$ cat src/rtl/core/mdio_mm_pkg.sv
// ----------------------------------------------------------------------------
// MDIO management master package
// Transfer types, mode codes and frame constants for the clause 22 master.
// ----------------------------------------------------------------------------
package mdio_mm_pkg;

  typedef enum logic [1:0] {
    MODE_READ  = 2'd0,
    MODE_WRITE = 2'd1,
    MODE_PRE   = 2'd2,
    MODE_TICK  = 2'd3
  } mode_t;

  typedef struct packed {
    mode_t       mode;
    logic [4:0]  reg_address;
    logic [15:0] write_data;
    logic        mdio_in;
  } in_item_t;

  typedef struct packed {
    logic        mdc;
    logic        mdio_out;
    logic        mdio_drive;
    logic        busy_res;
    logic [15:0] read_data;
    logic        read_done;
    logic        command_refused;
  } out_item_t;

  localparam logic [15:0] HDR_READ      = 16'h6002;
  localparam logic [15:0] HDR_WRITE     = 16'h5002;
  localparam logic [31:0] PREAMBLE      = 32'hFFFF_FFFF;
  localparam logic [4:0]  PHY_ADDR_RST  = 5'd16;
  localparam logic [5:0]  HDR_READ_BITS = 6'd15;
  localparam logic [5:0]  FRAME_BITS    = 6'd32;
  localparam logic [4:0]  READ_BITS     = 5'd16;

endpackage

$ cat src/rtl/core/mdio_management_master_core.sv
// ----------------------------------------------------------------------------
// MDIO management master core
// Clause 22 frame sequencer advanced one half MDC period per tick transfer.
// ----------------------------------------------------------------------------
// Throughput: one transfer per cycle while in_ready is high (the result
// buffer not full); the frame state is updated by each accepted transfer.
// A two-entry result buffer keeps input open while one result is stalled.
// Reset (rst_n low, synchronous) clears all frame state, empties the result
// buffer and sets the PHY address to 16.
module mdio_management_master_core
  import mdio_mm_pkg::*;
(
  input  logic       clk,
  input  logic       rst_n,
  input  logic       in_valid,
  output logic       in_ready,
  input  in_item_t   in_data,
  output logic       out_valid,
  input  logic       out_ready,
  output out_item_t  out_data,
  input  logic       cfg_wr_en,
  input  logic [4:0] cfg_wr_data
);

  logic [4:0]  phy_addr_r;
  logic [31:0] frame_r, frame_nxt;
  logic [5:0]  bits_left_r, bits_left_nxt;
  logic [4:0]  rd_bits_r, rd_bits_nxt;
  logic        clk_high_r, clk_high_nxt;
  logic        drive_r, drive_nxt;
  logic        is_read_r, is_read_nxt;
  logic [15:0] capture_r, capture_nxt;

  logic        busy, busy_nxt, done, refused, push, pop;
  logic [15:0] hdr;
  out_item_t   res;

  out_item_t   out_r, skid_r;
  logic        out_valid_r, skid_valid_r;

  assign busy     = (bits_left_r != '0) || (rd_bits_r != '0);
  assign in_ready = !skid_valid_r;
  assign push     = in_valid && in_ready;
  assign pop      = out_valid_r && out_ready;
  assign hdr      = {4'b0000, phy_addr_r, in_data.reg_address, 2'b00};

  always_comb begin
    frame_nxt     = frame_r;
    bits_left_nxt = bits_left_r;
    rd_bits_nxt   = rd_bits_r;
    clk_high_nxt  = clk_high_r;
    drive_nxt     = drive_r;
    is_read_nxt   = is_read_r;
    capture_nxt   = capture_r;
    done          = 1'b0;
    refused       = 1'b0;
    if (in_data.mode != MODE_TICK) begin
      if (busy) begin
        refused = 1'b1;
      end else begin
        clk_high_nxt = 1'b0;
        drive_nxt    = 1'b1;
        unique case (in_data.mode)
          MODE_READ: begin
            frame_nxt     = {HDR_READ | hdr, 16'h0000};
            bits_left_nxt = HDR_READ_BITS;
            rd_bits_nxt   = READ_BITS;
            is_read_nxt   = 1'b1;
          end
          MODE_WRITE: begin
            frame_nxt     = {HDR_WRITE | hdr, in_data.write_data};
            bits_left_nxt = FRAME_BITS;
            rd_bits_nxt   = '0;
            is_read_nxt   = 1'b0;
          end
          default: begin
            frame_nxt     = PREAMBLE;
            bits_left_nxt = FRAME_BITS;
            rd_bits_nxt   = '0;
            is_read_nxt   = 1'b0;
          end
        endcase
      end
    end else if (busy) begin
      if (!clk_high_r) begin
        clk_high_nxt = 1'b1;
        if (bits_left_r == '0) begin
          frame_nxt = {frame_r[30:0], in_data.mdio_in};
        end
      end else begin
        clk_high_nxt = 1'b0;
        if (bits_left_r != '0) begin
          bits_left_nxt = bits_left_r - 6'd1;
          frame_nxt     = {frame_r[30:0], 1'b0};
          if (bits_left_nxt == '0 && is_read_r && rd_bits_r != '0) begin
            drive_nxt = 1'b0;
            frame_nxt = '0;
          end
        end else begin
          rd_bits_nxt = rd_bits_r - 5'd1;
          if (rd_bits_nxt == '0) begin
            capture_nxt = frame_r[15:0];
            frame_nxt   = '0;
            done        = 1'b1;
          end
        end
      end
    end
  end

  assign busy_nxt = (bits_left_nxt != '0) || (rd_bits_nxt != '0);

  always_comb begin
    res.mdc             = clk_high_nxt;
    res.mdio_out        = drive_nxt & frame_nxt[31];
    res.mdio_drive      = drive_nxt;
    res.busy_res        = busy_nxt;
    res.read_data       = capture_nxt;
    res.read_done       = done;
    res.command_refused = refused;
  end

  always_ff @(posedge clk) begin
    if (!rst_n) begin
      phy_addr_r  <= PHY_ADDR_RST;
      frame_r     <= '0;
      bits_left_r <= '0;
      rd_bits_r   <= '0;
      clk_high_r  <= 1'b0;
      drive_r     <= 1'b0;
      is_read_r   <= 1'b0;
      capture_r   <= '0;
    end else begin
      if (cfg_wr_en) begin
        phy_addr_r <= cfg_wr_data;
      end
      if (push) begin
        frame_r     <= frame_nxt;
        bits_left_r <= bits_left_nxt;
        rd_bits_r   <= rd_bits_nxt;
        clk_high_r  <= clk_high_nxt;
        drive_r     <= drive_nxt;
        is_read_r   <= is_read_nxt;
        capture_r   <= capture_nxt;
      end
    end
  end

  always_ff @(posedge clk) begin
    if (!rst_n) begin
      out_valid_r  <= 1'b0;
      skid_valid_r <= 1'b0;
    end else if (!out_valid_r || pop) begin
      if (skid_valid_r) begin
        out_valid_r  <= 1'b1;
        skid_valid_r <= 1'b0;
      end else begin
        out_valid_r <= push;
      end
    end else if (push) begin
      skid_valid_r <= 1'b1;
    end
  end

  always_ff @(posedge clk) begin
    if (!out_valid_r || pop) begin
      out_r <= skid_valid_r ? skid_r : res;
    end else if (push) begin
      skid_r <= res;
    end
  end

  assign out_valid = out_valid_r;
  assign out_data  = out_r;

`ifndef SYNTH
  a_skid_behind_out: assert property (@(posedge clk) disable iff (!rst_n)
    skid_valid_r |-> out_valid_r)
    else $error("skid entry held without a head result");

  a_done_not_busy: assert property (@(posedge clk) disable iff (!rst_n)
    (out_valid_r && out_r.read_done) |-> !out_r.busy_res)
    else $error("read completed while still busy");

  a_bits_bound: assert property (@(posedge clk) disable iff (!rst_n)
    (bits_left_r <= FRAME_BITS) && (rd_bits_r <= READ_BITS))
    else $error("bit counter out of range");

  a_start_loads: assert property (@(posedge clk) disable iff (!rst_n)
    (push && in_data.mode != MODE_TICK && !busy) |=> (bits_left_r != '0))
    else $error("accepted start command did not begin a sequence");

  a_refuse_only_busy: assert property (@(posedge clk) disable iff (!rst_n)
    (push && refused) |-> busy)
    else $error("command refused while idle");
`endif

endmodule
$ cat config.mk
export PLATFORM = sky130hd
export DESIGN_NAME = mdio_management_master_core
export DESIGN_NICKNAME = d
export VERILOG_FILES = /design/src/rtl/core/mdio_mm_pkg.sv /design/src/rtl/core/mdio_management_master_core.sv
export SDC_FILE = /design/constraint.sdc
export NUM_CORES = 1
export LEC_CHECK = 0
export BUFFER_PORTS_ARGS = -buffer_cell sky130_fd_sc_hd__buf_2
export CAP_MARGIN = 10
export CORE_ASPECT_RATIO = 2
export CORE_MARGIN = 8
export CORE_UTILIZATION = 41
export DETAILED_ROUTE_END_ITERATION = 8
export GPL_TIMING_DRIVEN = 0
export PLACE_DENSITY_LB_ADDON = 0.08
export SLEW_MARGIN = 10
export SYNTH_ARGS = -nofsm -noshare
export SYNTH_HDL_FRONTEND = slang
export SYNTH_SLANG_ARGS = --single-unit
$ cat constraint.sdc
create_clock -name clk -period 3.65 [get_ports clk]
set_input_delay 0.73 -clock clk [delete_from_list [all_inputs] [get_ports clk]]
set_output_delay 0.73 -clock clk [all_outputs]
set_load 0.01 [all_outputs]
==> summary.txt <==
Outcome
  – Status: finished, final reports clean

CTS
  – Root buf cell: clkbuf_16
  – Worst-Skew Late Latency: 410 ps
  – TritonCTS clock tree: yes
  – Clock Sinks: 113
  – CTS max path bufs: 2
  – # H-tree levels: 4
  – CTS Buf Count: 17
  – Clock transition at path regs: 60 ps

Worst hold path
  – Worst Hold Class: reg -> reg

Floorplan
  – Ports: 58
  – Die height: 177.3 um
  – Initial Util: 0.4154
  – Die area: 0.01714 mm^2
  – Site Rows: 59
  – Core ar.: 0.01284 mm^2
  – Die Width: 96.66 um

Worst setup path
  – Critical Path AT: 3530 ps
  – WS Path Type: reg -> reg
  – CP endpoint kind: flop
  – Max Fanout on Critical Path: 10
  – Worst setup SP type: flop
  – WP data required: 3800 ps

Drt
  – Metal3 WL: 698 um
  – Initial drt markers: 315
  – 1st-pass router iterations: 5
  – Routed WL: 14070 um
  – Via Count: 4344
  – DRT met1 WL: 6469 um
  – Final ANT Viol Nets: 0
  – Top Layer Used: met4
  – Routed wl met2: 6690 um
  – Drt via density: 5.555
  – DRC viols: 0
  – DR WL/cell: 17.99 um

Flow run
  – Max Cap Viol: 0

Timing
  – Final Slew Violations: 0
  – Slew headroom: 0.4753
  – Setup-failing EPs final: 0
  – Final hold violation count: 0
  – Tmin final: 3380 ps
  – Setup TNS: 0 ps
  – Fin Clk Skew: 7.582 ps
  – Max Clk Rate: 295.9 MHz
  – Worst-Margin Slew: 780.5 ps
  – RSZ-0062 raised after global routing: no
  – Final setup margin: 270.1 ps
  – Final Cycle Share: 0.9260

Finish
  – Layout area overhead: 20.45%
  – Antenna Diode Count: 0
  – Fill cells: 1236
  – Most frequent cells in the layout: 69 x nand2_1, 69 x dfxtp_1, 64 x buf_2, 55 x o21ai_0, 49 x a21oi_1
  – Layout cell share with drive strength beyond 1: 0.2444
  – Fin util: 0.5003
  – Nets@finish: 657

Logic synthesis
  – Synth Area in Compound Gates: 0.1796
  – Share of flip-flops with an asynchronous set or reset: 0
  – Synthesized area: 0.005335 mm^2
  – Main combinational cell family by area after synthesis: compound AO/OA/AOI/OAI gates
  – Sequential area share after synthesis: 0.5066
  – Yosys warns: 0
  – EDFF count, synth: 44
  – Syn Nets: 582
  – Mapped Cells: 542
  – Seq cells post-synth: 113
  – Post-Synth Simple-Gate Area: 0.1496
  – Synth cell types: 62
  – Mean Syn Cell Area: 9.843 um^2
  – Mux cell area share after synthesis: 0.09381
  – Synth Flop Type: dfxtp_1
  – Xor and xnor area share after synthesis: 0.009850
  – Adder-Cell Fraction of Synth Area: 0.01407

GRT
  – Vias in the first global route: 4256
  – Overall global routing resource usage: 0.1678
  – Largest net degree at the start of global routing: 26
  – Congestion Overflow GR: 0
  – First-pass GRT wire length: 23030 um
  – Initial antenna violation count: 0

Placement
  – Pre-CTS WS: 112.9 ps
  – Detailed Place HPWL: 9954 um
  – Final GP Congestion: 0.8924
  – # port buffers: 55

Power
  – Worst vdd ir: 0.0004364 V
  – Leak: 2.510 nW
  – P per Cell Area: 585.4 mW/mm^2
## cell type report
class	count	area, um^2	area share
plain buffers	42	210.2	0.03271
flip-flops and latches	113	2703	0.4206
multi-input cells	377	2396	0.3729
well taps	152	190.2	0.02959
clock buffers	17	425.4	0.06620
clock inverters	15	173.9	0.02706
inverters	10	37.54	0.005841
repair buffers	56	290.3	0.04517
## per-stage QoR
stage          instances  area (um^2)  power, mW  hold WS, ps
2_1_floorplan        542         5335      1.912        429.4
3_3_place_gp         749         5801      2.106        435.8
3_5_place_dp         750         5818      2.102        442.2
4_1_cts              782         6417      3.794        450.6
5_1_grt              782         6426      3.936        470.6
6_report             782         6426      3.762        448.2
## path summary, 6_finish.rpt
check	from	endpoint	slack, ps	cells past startpoint
worst max-delay path	rd_bits_r[0]	out_data[2]	270	8
worst min register to register	capture_r[6]	capture_r[6]	450	2
worst max register to register	rd_bits_r[0]	out_data[2]	270	8
worst min-delay path	capture_r[6]	capture_r[6]	450	2
## registers in the layout, indices dropped and copies added (netlist names)
signal,flops
out_valid,1
clk_high_r,1
drive_r,1
phy_addr_r,5
skid_valid_r,1
is_read_r,1
frame_r,32
out_data,22
bits_left_r,6
skid_r,22
capture_r,16
rd_bits_r,5
## cell usage after synthesis, types with 2 or more instances
cell,number,area [um^2]
or4_1,2,15.01
nand4_1,6,37.54
nand2_1,69,259.0
clkbuf_1,25,93.84
buf_4,3,22.52
buf_6,4,45.04
dfxtp_1,69,1381
nor2b_1,3,18.77
and2_1,2,12.51
a31oi_1,20,125.1
nor4_1,4,25.02
inv_1,8,30.03
and4bb_1,2,25.02
o211ai_1,3,22.52
mux2i_1,8,80.08
nand2b_1,4,25.02
a41oi_1,2,17.52
a311oi_1,2,17.52
a21oi_1,49,245.2
ha_1,6,75.07
o21ai_1,4,20.02
and3_1,5,31.28
o31ai_1,3,22.52
buf_2,9,45.04
a221o_1,2,20.02
nor2_1,27,101.4
mux2_2,36,405.4
o21ai_0,55,275.3
nor3_1,7,35.03
a22oi_1,11,82.58
nor3_2,2,20.02
nand3_1,12,60.06
xnor2_1,5,43.79
edfxtp_1,44,1321
clkinv_1,2,7.510
## critical path, stage by stage, from the launching register on
cell and delay (ps):
dfxtp_1 480, inv_1 150, ha_1 320, xnor2_1 160, nand4_1 460, nor3_4 690
buf_6 230, mux2_2 360, mux2_2 270
## power breakdown
group	switching, mW	internal [mW]
clock	0.649	1.03
sequential	0.0772	1.43
combinational	0.361	0.214
total	1.09	2.68
## per-layer routing
layer / vias to the layer above / track usage
met5: - / 0
met4: 0 / 0.07360
met3: 12 / 0.04483
met2: 127 / 0.2638
met1: 2055 / 0.2106
li1: 2150 / -
## cells by family (layout without fill, tap and decap cells)
kind of cell	count (synthesis)	after routing
muxes	45	45
AOI/OAI and AO/OA	163	163
buffers and inverters	52	140
DFF	113	113
and+or+nand+nor	157	157
adders and majority gates	6	6
xor gates and xnor gates	6	6
## timing repair
action,CTS,global route
hold endpoints to repair,0,0
hold buffers,0,0
buffers inserted,0,0
resized for setup,0,1
endpoints found under the setup margin,0,19
(Power assumes the default switching activity.)
